`src/rtl/ftab_pkg.sv`:
```
// ----------------------------------------------------------------------------
// ftab_pkg
// shared types and constants of the flow table with aging
// ----------------------------------------------------------------------------
package ftab_pkg;

  localparam int unsigned FLOW_SLOTS_DEF = 32;

  localparam logic [1:0] EV_DELETED   = 2'd0;
  localparam logic [1:0] EV_CREATED   = 2'd1;
  localparam logic [1:0] EV_PROCESSED = 2'd2;

  localparam logic [1:0] REG_HALF_TO  = 2'd0;
  localparam logic [1:0] REG_FULL_TO  = 2'd1;
  localparam logic [1:0] REG_CHECK    = 2'd2;
  // index with no register behind it, writes are ignored
  localparam logic [1:0] REG_UNUSED   = 2'd3;

  localparam logic [31:0] HALF_TO_RST = 32'd300;
  localparam logic [31:0] FULL_TO_RST = 32'd3600;
  localparam logic [31:0] CHECK_RST   = 32'd1;

  // entry as stored in the table ram: full, dst, src, seen
  typedef struct packed {
    logic        full;
    logic [31:0] dst;
    logic [31:0] src;
    logic [31:0] seen;
  } entry_t;

  localparam int unsigned ENTRY_W = $bits(entry_t);

  typedef enum logic [3:0] {
    ST_IDLE,
    ST_SWP_RD,
    ST_SWP_CHK,
    ST_SWP_EMIT,
    ST_LK_RD,
    ST_LK_CHK,
    ST_DECIDE,
    ST_RV_RD,
    ST_RV_WR,
    ST_FW_RD,
    ST_FW_WR,
    ST_EMIT_CR,
    ST_EMIT_PR
  } state_t;

  // true when now - then >= span without wrap
  function automatic logic elapsed(input logic [31:0] now, input logic [31:0] then_t,
                                   input logic [31:0] span);
    logic [31:0] diff;
    diff = now - then_t;
    return (now >= then_t) && (diff >= span);
  endfunction

endpackage

```
`src/rtl/ftab_ram.sv`:
```
// ----------------------------------------------------------------------------
// ftab_ram
// generic single port ram with registered read
// ----------------------------------------------------------------------------
module ftab_ram #(
  parameter int unsigned WIDTH = 8,
  parameter int unsigned DEPTH = 32
) (
  input  logic                     clk,
  input  logic                     we,
  input  logic [$clog2(DEPTH)-1:0] addr,
  input  logic [WIDTH-1:0]         wdata,
  output logic [WIDTH-1:0]         rdata
);
  logic [WIDTH-1:0] mem [DEPTH];

  // write and registered read
  always_ff @(posedge clk) begin
    if (we) begin
      mem[addr] <= wdata;
    end
    rdata <= mem[addr];
  end
endmodule

```
`src/rtl/ip_flow_table_with_aging.sv`:
```
// ----------------------------------------------------------------------------
// ip_flow_table_with_aging
// flow table keyed by address pair with idle timeout sweeps
// ----------------------------------------------------------------------------
// One packet is handled at a time; in_stall is high while the block is busy.
// Entries live in a single-port ram with a registered read; valid bits are
// flip-flops. An aging sweep, when due, reads every slot (a read state and a
// check state per slot) and closes the walk in an emit state; each deleted
// event is held back until the next deletion or the end of the walk so that
// its last-event flag is known, and the walk only waits while the output
// register is stalled. An IP packet then walks all slots once, matching the
// forward and reverse keys and the lowest free slot, followed by a decision,
// read-modify-write of the reverse and forward entries and the created and
// processed events. A non-IP packet with no sweep due leaves the block idle.
// Results wait in an output register.
module ip_flow_table_with_aging #(
  parameter int unsigned FLOW_SLOTS = ftab_pkg::FLOW_SLOTS_DEF
) (
  input  logic        clk,
  input  logic        rst_n,
  input  logic        cfg_we,
  input  logic [1:0]  cfg_index,
  input  logic [31:0] cfg_data,
  input  logic        in_valid,
  output logic        in_stall,
  input  logic [31:0] in_time_sec,
  input  logic        in_has_ip,
  input  logic [31:0] in_src_addr,
  input  logic [31:0] in_dst_addr,
  output logic        out_valid,
  input  logic        out_stall,
  output logic [1:0]  out_event_kind,
  output logic [31:0] out_flow_src,
  output logic [31:0] out_flow_dst,
  output logic        out_flow_full,
  output logic        out_table_full,
  output logic        out_last_event
);
  import ftab_pkg::*;

  localparam int unsigned AW = (FLOW_SLOTS > 1) ? $clog2(FLOW_SLOTS) : 1;
  localparam int unsigned CW = $clog2(FLOW_SLOTS + 1);
  localparam logic [CW-1:0] LAST = CW'(FLOW_SLOTS - 1);

  // configuration registers
  logic [31:0] half_to_r, full_to_r, check_r;
  always_ff @(posedge clk) begin
    if (!rst_n) begin
      half_to_r <= HALF_TO_RST;
      full_to_r <= FULL_TO_RST;
      check_r   <= CHECK_RST;
    end else if (cfg_we) begin
      unique case (cfg_index)
        REG_HALF_TO: half_to_r <= cfg_data;
        REG_FULL_TO: full_to_r <= cfg_data;
        REG_CHECK:   check_r   <= cfg_data;
        default: ;
      endcase
    end
  end

  // table ram and valid bits
  logic            ram_we;
  logic [AW-1:0]   ram_addr;
  entry_t          ram_wdata, ram_rdata;
  logic [FLOW_SLOTS-1:0] valid_r, valid_nxt;

  ftab_ram #(.WIDTH(ENTRY_W), .DEPTH(1 << AW)) u_ram (
    .clk(clk), .we(ram_we), .addr(ram_addr), .wdata(ram_wdata), .rdata(ram_rdata)
  );

  state_t state_r, state_nxt;
  logic [31:0] now_r, src_r, dst_r, last_sweep_r, last_sweep_nxt;
  logic        ip_r;
  logic [CW-1:0] idx_r, idx_nxt;
  logic        fw_hit_r, rv_hit_r, free_hit_r;
  logic [AW-1:0] fw_r, rv_r, free_r;
  logic        fw_hit_nxt, rv_hit_nxt, free_hit_nxt;
  logic [AW-1:0] fw_nxt, rv_nxt, free_nxt;
  logic        full_now_r, full_now_nxt, drop_r, drop_nxt;
  logic        ov_r, ov_nxt;
  logic [1:0]  ok_r, ok_nxt;
  logic [31:0] os_r, os_nxt, od_r, od_nxt;
  logic        of_r, of_nxt, otf_r, otf_nxt, ol_r, ol_nxt;
  logic        pend_r, pend_nxt;
  entry_t      pend_e_r, pend_e_nxt;
  logic [AW-1:0] idx_a;
  logic        out_free, sw_due, age_hit, swp_go;

  assign idx_a    = idx_r[AW-1:0];
  assign out_free = !ov_r || !out_stall;
  assign in_stall = (state_r != ST_IDLE);
  assign sw_due   = (check_r != 32'd0) && elapsed(in_time_sec, last_sweep_r, check_r);
  assign age_hit  = valid_r[idx_a] &&
                    elapsed(now_r, ram_rdata.seen, ram_rdata.full ? full_to_r : half_to_r);
  // a new deletion can only be taken once the held one has left
  assign swp_go   = !(age_hit && pend_r && !out_free);

  // control registers
  always_ff @(posedge clk) begin
    if (!rst_n) begin
      state_r      <= ST_IDLE;
      valid_r      <= '0;
      last_sweep_r <= '0;
      ov_r         <= 1'b0;
      pend_r       <= 1'b0;
    end else begin
      state_r      <= state_nxt;
      valid_r      <= valid_nxt;
      last_sweep_r <= last_sweep_nxt;
      ov_r         <= ov_nxt;
      pend_r       <= pend_nxt;
    end
  end

  // datapath registers
  always_ff @(posedge clk) begin
    if (state_r == ST_IDLE && in_valid) begin
      now_r <= in_time_sec;
      src_r <= in_src_addr;
      dst_r <= in_dst_addr;
      ip_r  <= in_has_ip;
    end
    idx_r      <= idx_nxt;
    fw_hit_r   <= fw_hit_nxt;
    rv_hit_r   <= rv_hit_nxt;
    free_hit_r <= free_hit_nxt;
    fw_r       <= fw_nxt;
    rv_r       <= rv_nxt;
    free_r     <= free_nxt;
    full_now_r <= full_now_nxt;
    drop_r     <= drop_nxt;
    pend_e_r   <= pend_e_nxt;
    ok_r       <= ok_nxt;
    os_r       <= os_nxt;
    od_r       <= od_nxt;
    of_r       <= of_nxt;
    otf_r      <= otf_nxt;
    ol_r       <= ol_nxt;
  end

  // next state
  always_comb begin
    state_nxt = state_r;
    unique case (state_r)
      ST_IDLE: begin
        if (in_valid) begin
          if (sw_due)         state_nxt = ST_SWP_RD;
          else if (in_has_ip) state_nxt = ST_LK_RD;
        end
      end
      ST_SWP_RD:   state_nxt = ST_SWP_CHK;
      ST_SWP_CHK: begin
        if (swp_go) state_nxt = (idx_r == LAST) ? ST_SWP_EMIT : ST_SWP_RD;
      end
      ST_SWP_EMIT: begin
        if (!pend_r || out_free) state_nxt = ip_r ? ST_LK_RD : ST_IDLE;
      end
      ST_LK_RD:    state_nxt = ST_LK_CHK;
      ST_LK_CHK:   state_nxt = (idx_r == LAST) ? ST_DECIDE : ST_LK_RD;
      ST_DECIDE: begin
        if (fw_hit_r)         state_nxt = ST_FW_RD;
        else if (!free_hit_r) state_nxt = ST_EMIT_PR;
        else if (rv_hit_r)    state_nxt = ST_RV_RD;
        else                  state_nxt = ST_FW_WR;
      end
      ST_RV_RD:    state_nxt = ST_RV_WR;
      ST_RV_WR:    state_nxt = ST_FW_WR;
      ST_FW_RD:    state_nxt = ST_FW_WR;
      ST_FW_WR:    state_nxt = fw_hit_r ? ST_EMIT_PR : ST_EMIT_CR;
      ST_EMIT_CR:  if (out_free) state_nxt = ST_EMIT_PR;
      ST_EMIT_PR:  if (out_free) state_nxt = ST_IDLE;
      default:     state_nxt = ST_IDLE;
    endcase
  end

  // outputs and datapath
  always_comb begin
    ram_we = 1'b0; ram_addr = idx_a; ram_wdata = ram_rdata;
    valid_nxt = valid_r; last_sweep_nxt = last_sweep_r;
    idx_nxt = idx_r;
    fw_hit_nxt = fw_hit_r; rv_hit_nxt = rv_hit_r; free_hit_nxt = free_hit_r;
    fw_nxt = fw_r; rv_nxt = rv_r; free_nxt = free_r;
    full_now_nxt = full_now_r; drop_nxt = drop_r;
    pend_nxt = pend_r; pend_e_nxt = pend_e_r;
    ov_nxt = ov_r && out_stall;
    ok_nxt = ok_r; os_nxt = os_r; od_nxt = od_r; of_nxt = of_r;
    otf_nxt = otf_r; ol_nxt = ol_r;
    unique case (state_r)
      ST_IDLE: begin
        idx_nxt = '0; fw_hit_nxt = 1'b0; rv_hit_nxt = 1'b0; free_hit_nxt = 1'b0;
        drop_nxt = 1'b0; pend_nxt = 1'b0;
        if (in_valid && sw_due) last_sweep_nxt = in_time_sec;
      end
      ST_SWP_RD: ;
      ST_SWP_CHK: begin
        // aged entry: release the held deletion, hold this one
        if (swp_go) begin
          if (age_hit) begin
            valid_nxt[idx_a] = 1'b0;
            pend_nxt = 1'b1; pend_e_nxt = ram_rdata;
            if (pend_r) begin
              ov_nxt = 1'b1; ok_nxt = EV_DELETED; os_nxt = pend_e_r.src;
              od_nxt = pend_e_r.dst; of_nxt = pend_e_r.full; otf_nxt = 1'b0;
              ol_nxt = 1'b0;
            end
          end
          idx_nxt = (idx_r == LAST) ? '0 : idx_r + CW'(1);
        end
      end
      ST_SWP_EMIT: begin
        // last held deletion closes the transaction when no lookup follows
        if (pend_r && out_free) begin
          ov_nxt = 1'b1; ok_nxt = EV_DELETED; os_nxt = pend_e_r.src;
          od_nxt = pend_e_r.dst; of_nxt = pend_e_r.full; otf_nxt = 1'b0;
          ol_nxt = !ip_r; pend_nxt = 1'b0;
        end
      end
      ST_LK_RD: ;
      ST_LK_CHK: begin
        if (valid_r[idx_a]) begin
          if (!fw_hit_r && ram_rdata.src == src_r && ram_rdata.dst == dst_r) begin
            fw_hit_nxt = 1'b1; fw_nxt = idx_a;
          end
          if (!rv_hit_r && ram_rdata.src == dst_r && ram_rdata.dst == src_r) begin
            rv_hit_nxt = 1'b1; rv_nxt = idx_a;
          end
        end else if (!free_hit_r) begin
          free_hit_nxt = 1'b1; free_nxt = idx_a;
        end
        idx_nxt = idx_r + CW'(1);
      end
      ST_DECIDE: begin
        if (!fw_hit_r) begin
          if (!free_hit_r) begin
            drop_nxt = 1'b1; full_now_nxt = 1'b0;
          end else begin
            fw_nxt = free_r;
            full_now_nxt = rv_hit_r;
          end
        end
        ram_addr = fw_hit_r ? fw_r : rv_r;
      end
      ST_RV_RD: ram_addr = rv_r;
      ST_RV_WR: begin
        ram_addr = rv_r; ram_we = 1'b1;
        ram_wdata = ram_rdata; ram_wdata.full = 1'b1;
      end
      ST_FW_RD: ram_addr = fw_r;
      ST_FW_WR: begin
        ram_addr = fw_r; ram_we = 1'b1;
        if (fw_hit_r) begin
          ram_wdata = ram_rdata; ram_wdata.seen = now_r;
          full_now_nxt = ram_rdata.full;
        end else begin
          ram_wdata.full = rv_hit_r; ram_wdata.src = src_r;
          ram_wdata.dst = dst_r; ram_wdata.seen = now_r;
          valid_nxt[fw_r] = 1'b1;
        end
      end
      ST_EMIT_CR: begin
        if (out_free) begin
          ov_nxt = 1'b1; ok_nxt = EV_CREATED; os_nxt = src_r; od_nxt = dst_r;
          of_nxt = 1'b0; otf_nxt = 1'b0; ol_nxt = 1'b0;
        end
      end
      ST_EMIT_PR: begin
        if (out_free) begin
          ov_nxt = 1'b1; ok_nxt = EV_PROCESSED; os_nxt = src_r; od_nxt = dst_r;
          of_nxt = full_now_r; otf_nxt = drop_r; ol_nxt = 1'b1;
        end
      end
      default: ;
    endcase
  end

  assign out_valid      = ov_r;
  assign out_event_kind = ok_r;
  assign out_flow_src   = os_r;
  assign out_flow_dst   = od_r;
  assign out_flow_full  = of_r;
  assign out_table_full = otf_r;
  assign out_last_event = ol_r;

endmodule

```
`config.mk`:
```
export PLATFORM = sky130hd
export DESIGN_NAME = ip_flow_table_with_aging
export DESIGN_NICKNAME = d
export VERILOG_FILES = /design/src/rtl/ftab_pkg.sv /design/src/rtl/ftab_ram.sv /design/src/rtl/ip_flow_table_with_aging.sv
export SDC_FILE = /design/constraint.sdc
export NUM_CORES = 2
export LEC_CHECK = 0
export BUFFER_PORTS_ARGS = -buffer_cell sky130_fd_sc_hd__buf_4
export CORE_UTILIZATION = 45
export DETAILED_ROUTE_END_ITERATION = 12
export PLACE_DENSITY_LB_ADDON = 0.08
export SYNTH_ARGS = -nofsm -noshare
export SYNTH_HDL_FRONTEND = slang
export SYNTH_SLANG_ARGS = --single-unit
```
`constraint.sdc`:
```
create_clock -name clk -period 12.3 [get_ports clk]
set_input_delay 1.23 -clock clk [delete_from_list [all_inputs] [get_ports clk]]
set_output_delay 1.23 -clock clk [all_outputs]
set_load 0.005 [all_outputs]
```
**Yosys cells after proc, flatten, opt, wreduce, memory -nomap -nowiden**

Memory sizes are Yosys's and may differ from the RTL's. A register that Yosys moved wholly into a read port is not among the register bits.
Index checks and enable logic that the tools add are counted.

- Register bits after elaboration: 423
- Latch bits: 0
- Memory bits (writable): 3,104
- Memory bits (read-only): 0
- Input port bits: 136
- Output and inout bits: 71
- Word-level logic and storage cells: 248
- Memories: 1

Memories:

| memory | depth | bits a word | read ports | clocked after memory_dff | wr ports | RTL line | text |
|---|---|---|---|---|---|---|---|
| u_ram.mem | 32 | 97 | 1 | 1 | 1 | ftab_ram.sv:15 | `logic [WIDTH-1:0] mem [DEPTH];` |

- Add/subtract/negate cells: 3
- $mul: 0
- Div/mod/pow operators: 0
- $lt $le $gt $ge: 8
- Eq/ne operators: 38
- Shifts and indexed selects: 0
- Multiplexer cells: 100
- Bitwise operators: 6
- Reductions and logical operators: 62

Operator list:

| cell | number |
|---|---|
| 32-bit two-way mux | 14 |
| 97-bit case mux with 2 select lines | 1 |
| 32-bit case mux with 3 select lines | 2 |
| 32-bit equality test | 4 |
| 32-bit >= comparator | 4 |
| 97-bit two-way mux | 1 |
| 32-bit case mux with 2 select lines | 1 |
| 32-bit subtractor | 2 |
| 4-bit case mux with 12 select lines | 1 |
| 4-bit two-way mux | 10 |
| 1-bit two-way mux | 36 |
| 2-bit inequality test, second input constant | 17 |
| 32-bit AND | 1 |
| 32-bit NOT | 1 |
| 32-bit bitwise OR | 1 |
| 32-bit nonzero test | 1 |
| 5-bit two-way mux | 5 |
| 3-bit AND reduction | 7 |
| 4-bit equality test, second input constant | 5 |
| 6-bit case mux with 3 select lines | 1 |
| 4-bit by 3-bit equality test with 1-bit output, second input constant | 4 |
| 1-bit logical AND | 16 |
| 2-bit two-way mux | 8 |
| 5-bit case mux with 3 select lines | 1 |
| other kinds (33) | 73 |

**Logic depth before layout (Yosys ltp)**

- Depth in word-level cells: 9
- Depth in mapped cells: 25
- Mapped depth without buffers: 23

**Hierarchy**

Synthesis repeated with hierarchy kept, for this count alone.

- Cell total of the unflattened synthesis: 8,649
- Area total of the unflattened synthesis: 142,774.4 um2

Modules (own cells, without submodules):

| module | instances | cells an instance | area an instance (um2) | seq. area each (um2) |
|---|---|---|---|---|
| ftab_ram | 1 | 6,234 | 119,209.3 | 95,151.3 |
| ip_flow_table_with_aging | 1 | 2,415 | 23,565.1 | 11,040.6 |

**Worst setup path after synthesis**

Ideal clock, no wire load.

- Path kind: flip-flop to flip-flop
- Start point: register state_r[3]
- End point: memory u_ram.mem[10][0] (netlist name) (enable)
- Setup time: 0.554 ns
- Data arrival time: 6.526 ns
- Data required time: 11.746 ns
- Path slack: 5.220 ns
- Cell stages (with the launch flop): 12
- Buffers on the path: 5
- Clock period less this slack: 7.080 ns
- Path through: dfxtp_1 > buf_2 > nand2b_1 > buf_2 > o32ai_1 > a22oi_1 > nand2_1 > clkbuf_1 > clkbuf_1 > clkbuf_1 > nand3_1 > nor2_1

- Word-level cells in the longest chain between the ends: 5
- Elaborated cells between the ends (all ways): 12
- Classes of those cells: eq/ne (5); mux (4); reduce/logical (3)

RTL lines:

| element | RTL line | text |
|---|---|---|
| start, declared | ip_flow_table_with_aging.sv:72 | `state_t state_r, state_nxt;` |
| start signal, assigned | ip_flow_table_with_aging.sv:108 | `state_r <= state_nxt;` |
| 4-bit equality test | ip_flow_table_with_aging.sv:189 | `unique case (state_r)` |
| 2-bit OR reduction (no line) | -- |  |
| 1-bit two-way mux | ip_flow_table_with_aging.sv:189 |  |
| 1-bit two-way mux | ftab_ram.sv:19 | `if (we) begin` |
| 1-bit two-way mux (implied by the code) | ftab_ram.sv:20 | `mem[addr] <= wdata;` |
| end, declared | ftab_ram.sv:15 |  |

Several ways; a longest one is shown, not always the timed one.

**Final worst setup path**

- Start point: register now_r[4]
- End point: register pend_e_r[34] (netlist name) (enable)

- Word-level cells in the longest chain between the ends: 8
- Elaborated cells between the ends (all ways): 9
- Classes of those cells: add/sub (1); order compare (2); bitwise (1); reduce/logical (5)

RTL lines:

| element | RTL line | text |
|---|---|---|
| start, declared | ip_flow_table_with_aging.sv:73 | `logic [31:0] now_r, src_r, dst_r, last_sweep_r, last_sweep_nxt;` |
| start signal, assigned | ip_flow_table_with_aging.sv:119 | `now_r <= in_time_sec;` |
| 32-bit subtractor | ftab_pkg.sv:53 | `diff = now - then_t;` |
| 32-bit >= comparator | ftab_pkg.sv:54 | `return (now >= then_t) && (diff >= span);` |
| 1-bit logical AND (*) | ftab_pkg.sv:54 |  |
| 1-bit logical AND (*) | ip_flow_table_with_aging.sv:94 | `assign age_hit = valid_r[idx_a] &&` |
| 1-bit logical AND (2 in a row) | ip_flow_table_with_aging.sv:97 | `assign swp_go = !(age_hit && pend_r && !out_free);` |
| 1-bit NOT (no line) | -- |  |
| 3-bit AND reduction (no line) (*) | -- |  |
| end signal, assigned | ip_flow_table_with_aging.sv:133 | `pend_e_r <= pend_e_nxt;` |
| end, declared | ip_flow_table_with_aging.sv:86 | `entry_t pend_e_r, pend_e_nxt;` |

Every way passes the cells marked *; elsewhere a longest branch is shown, timed or not.
A chain may end at the register's enable or synchronous reset.

==> impl_metrics.prom <==
# TYPE chip_impl_metric gauge
chip_impl_metric{name="final_net_count",unit=""} 11520
chip_impl_metric{name="cts_sinks",unit=""} 3624
chip_impl_info{name="worst_path_max_delay_cell",value="sky130_fd_sc_hd__buf_4"} 1
chip_impl_metric{name="cts_max_level",unit=""} 5
chip_impl_metric{name="number_of_buffer_cells_added_on_primary_ports",unit=""} 206
chip_impl_metric{name="detailroute.via_count",unit=""} 96320
chip_impl_metric{name="vias_in_the_first_global_route",unit=""} 90260
chip_impl_metric{name="drt-total-wl",unit="µm"} 482700
chip_impl_metric{name="cts-hold-fix-buffers",unit=""} 0
chip_impl_metric{name="max_stage_delay",unit="ps"} 750
chip_impl_metric{name="power.leakage",unit="µW"} 0.05533
chip_impl_metric{name="max_cap_violations",unit=""} 0
chip_impl_info{name="timing.setup.critical_path_class",value="reg -> reg"} 1
chip_impl_metric{name="post_cts_resize_count",unit=""} 0
chip_impl_metric{name="max-clock-path-buffers",unit=""} 4
chip_impl_metric{name="place.detailed.hpwl",unit="µm"} 251900
chip_impl_metric{name="num-fill-cells",unit=""} 27350
chip_impl_metric{name="post_drt_wl_per_cell",unit="µm"} 30.39
chip_impl_info{name="worst_setup_path_end_kind",value="register"} 1
chip_impl_metric{name="pre_cts_setup_slack",unit="ps"} 4812
chip_impl_info{name="registers.top_by_ff_count",value="u_ram.mem"} 1
chip_impl_metric{name="fmax",unit="MHz"} 146.0
chip_impl_info{name="worstPathCellList",value="ha_1 -> inv_1 -> nor2_1 -> and3b_1 -> o31ai_1 -> a211o_1 -> o311ai_0 -> xnor2_1 -> ha_1 -> nand4_1 -> or4_1 -> o211ai_1 -> a221o_1 -> nor4b_4 -> buf_4 -> buf_4"} 1
chip_impl_metric{name="layout-area-overhead-vs-synth",unit="%"} 13.20
chip_impl_metric{name="design.portCount",unit=""} 207
chip_impl_metric{name="globalRouteTotalUtil",unit="%"} 28.99
chip_impl_metric{name="max-vdd-ir-drop",unit="mV"} 0.2666
chip_impl_metric{name="drt_drc_violations_left",unit=""} 0
chip_impl_metric{name="register_bit_count_reported_by_yosys",unit=""} 3624
chip_impl_metric{name="synth_cells",unit=""} 11150
chip_impl_info{name="synthDominantAreaCellType",value="sky130_fd_sc_hd__edfxtp_1"} 1
chip_impl_metric{name="synth_async_sr_flop_share",unit="%"} 0
chip_impl_metric{name="clkTransAtPathRegs",unit="ps"} 60
chip_impl_metric{name="synth_enable_flop_cells",unit=""} 3361
chip_impl_info{name="synth_top_cells_by_area",value="sky130_fd_sc_hd__edfxtp_1 (69%), sky130_fd_sc_hd__nand2_1 (7.5%), sky130_fd_sc_hd__dfxtp_1 (3.6%)"} 1
chip_impl_metric{name="start_util",unit="%"} 45.33
chip_impl_metric{name="largest_register_ff_count",unit=""} 3104
chip_impl_info{name="biggestRegsByFlops",value="u_ram.mem: 3104 flops, u_ram.rdata: 97 flops, pend_e_r: 65 flops"} 1
chip_impl_info{name="grt_setup_unrepaired",value="false"} 1
chip_impl_metric{name="max_slew_margin",unit="%"} 4.812
chip_impl_metric{name="finalWeightedCongestion",unit=""} 0.8548
chip_impl_metric{name="pin_count_of_the_biggest_net_entering_global_routing",unit=""} 191
chip_impl_metric{name="seq_area_frac_synth",unit="%"} 72.82
chip_impl_metric{name="finalHoldViolations",unit=""} 0
chip_impl_metric{name="timing.final.setup_violations",unit=""} 0
chip_impl_metric{name="drt_first_iter_violations",unit=""} 12680
chip_impl_metric{name="crit_required",unit="ps"} 12900
chip_impl_metric{name="drtPass1Iterations",unit=""} 6
chip_impl_metric{name="post_drt_via_cell_ratio",unit=""} 6.064
chip_impl_metric{name="mappedNetlistNets",unit=""} 11420
chip_impl_metric{name="syn-cell-area",unit="µm²"} 145800
chip_impl_info{name="synth_commonest_cells",value="sky130_fd_sc_hd__edfxtp_1 (3361), sky130_fd_sc_hd__nand2_1 (2932), sky130_fd_sc_hd__nand3_1 (859)"} 1
chip_impl_metric{name="layout_setup_ws",unit="ps"} 5448
chip_impl_metric{name="arrival",unit="ps"} 7450
chip_impl_metric{name="floorplan.die_area",unit="µm²"} 326300
chip_impl_info{name="run_status",value="complete, no violations"} 1
chip_impl_metric{name="finalMaxSlewViolations",unit=""} 0
chip_impl_metric{name="finalCritPeriodShare",unit="%"} 55.70
chip_impl_metric{name="number_of_distinct_library_cells_after_synthesis",unit=""} 79
chip_impl_info{name="tritoncts",value="done"} 1
chip_impl_metric{name="rows",unit=""} 208
chip_impl_metric{name="die-width",unit="µm"} 571.3
chip_impl_metric{name="floorplan.die.height",unit="µm"} 571.3
chip_impl_metric{name="share_of_yosys_cell_area_claimed_by_the_top_area_cell_type",unit="%"} 69.21
chip_impl_info{name="ys_dominant_reg_cell",value="sky130_fd_sc_hd__edfxtp_1"} 1
chip_impl_info{name="hp-class",value="in -> reg"} 1
chip_impl_metric{name="grt_remaining_overflow",unit=""} 0
chip_impl_metric{name="grt_antenna_before_repair",unit=""} 17
chip_impl_metric{name="tightestPinTransition",unit="ps"} 1424
chip_impl_metric{name="cts_buf_count",unit=""} 386
chip_impl_metric{name="totalNegativeSetupSlack",unit="ps"} 0
chip_impl_metric{name="finalCriticalPeriod",unit="ps"} 6852
chip_impl_metric{name="syn_area_per_cell",unit="µm²"} 13.08
chip_impl_metric{name="core_area",unit="µm²"} 321700
chip_impl_metric{name="cts_setup_buffers",unit=""} 0
chip_impl_metric{name="grt_pass1_wl",unit="µm"} 679500
chip_impl_metric{name="share_of_post_route_cells_with_drive_strength_above_1",unit="%"} 9.538
chip_impl_info{name="cts_root_buf",value="sky130_fd_sc_hd__clkbuf_16"} 1
chip_impl_metric{name="critPathMaxFanout",unit=""} 65
chip_impl_metric{name="pwr_density_cell",unit="nW/µm²"} 231.4
chip_impl_metric{name="clock-skew-final",unit="ps"} 64.06
chip_impl_metric{name="worstSkewPairLatency",unit="ps"} 980
chip_impl_metric{name="drt.antenna.violating_nets",unit=""} 0
chip_impl_info{name="synth_most_common_cell",value="sky130_fd_sc_hd__edfxtp_1"} 1
chip_impl_metric{name="synth.yosys.warnings",unit=""} 0
chip_impl_info{name="worstSetupStartpointType",value="register"} 1
## path summary, 6_finish.rpt
path         slack, ps       startpoint           end  cells after the start
max               5450         now_r[4]  pend_e_r[34]                     16
min                430   in_src_addr[5]      src_r[5]                      1
max reg2reg       5450         now_r[4]  pend_e_r[34]                     16
min reg2reg        460  u_ram.rdata[55]  pend_e_r[55]                      0
## metal layers
metal | up-vias | share of wire (%) | track usage (%)
met4 | 10 | 2.9 | 8.151
met3 | 719 | 8.6 | 4.402
met2 | 4654 | 45 | 44.94
met5 | - | 0.012 | 0
met1 | 49220 | 43 | 42.48
li1 | 41730 | - | -
## cell usage in the layout (no fill, tap or decap), drive strengths merged, types with 7 or more instances in the layout
cell and instances:
a22o 9, bufinv 26, nor3 26, a31oi 403, dfxtp 263, inv 162, mux2 17, ha 132
o22ai 18, nand2 2932, a21oi 84, or2 8, nor3b 8, a32oi 388, and3 9, a21boi 92
a21o 40, nor2b 48, a221oi 8, clkbuf 520, o31ai 10, a211oi 396, nand2b 23, nor2 105
nor4 31, nand3b 7, nand4 132, o21ai 122, buf 427, edfxtp 3361, and2 399, a22oi 15
xnor2 81, mux2i 72, clkinv 154, a32o 27, xor2 67, clkinvlp 7, nand3 859, o21a 14
## report_power, final
part	switching (µW)	total, µW	internal [µW]	leakage, µW
Sequential	632	16100	15500	0.0326
Clock	4940	11500	6570	0.00609
Combinational	7680	10600	2900	0.0167
Total	13300	38200	24900	0.0553
## layout make-up
type	count	area [µm²]	area share, %
Multi-Input combinational cell	6655	36850	22.32
Tap cell	4305	5386	3.263
Timing Repair Buffer	427	3631	2.200
Antenna cell	5	12.51	0.007579
Clock inverter	198	1933	1.171
Inverter	151	566.8	0.3434
Clock buffer	520	10510	6.364
Sequential cell	3624	106200	64.33
## critical path: cells and delay by family (launching register included)
| kind | cells | cell delay [ps] |
|---|---|---|
| buffers and inverters | 3 | 1490 |
| adder cells (fa/ha/maj) | 2 | 760 |
| flip-flops | 1 | 470 |
| XOR/XNOR | 1 | 280 |
| AO/OA/AOI/OAI | 5 | 2000 |
| AND/OR/NAND/NOR | 5 | 1350 |
## kinds of logic (layout without fill, tap and decap cells)
logic type	Yosys count	after routing	synth area share, %
multiplexers	89	89	0.6255
AND/OR/NAND/NOR	4610	4610	13.87
adder cells (fa/ha/maj)	134	134	1.160
other	0	5	0
XOR/XNOR	148	148	0.8889
buffers and inverters	869	1296	2.285
AO/OA/AOI/OAI	1674	1674	8.345
flip-flops	3624	3624	72.82
## metrics by stage
step	total power, µW	util (%)	cells	hold WS (ps)	area (µm²)
finish	38190	51.32	15890	432.0	165100
global route	39640	51.32	15880	412.3	165100
CTS	38200	51.32	15880	357.5	165100
detailed placement	26750	47.45	15160	448.1	152600
global placement	26580	47.45	15160	433.2	152600
floorplan	22620	-	11150	406.4	145800
Power figures use the tool's default switching activity.
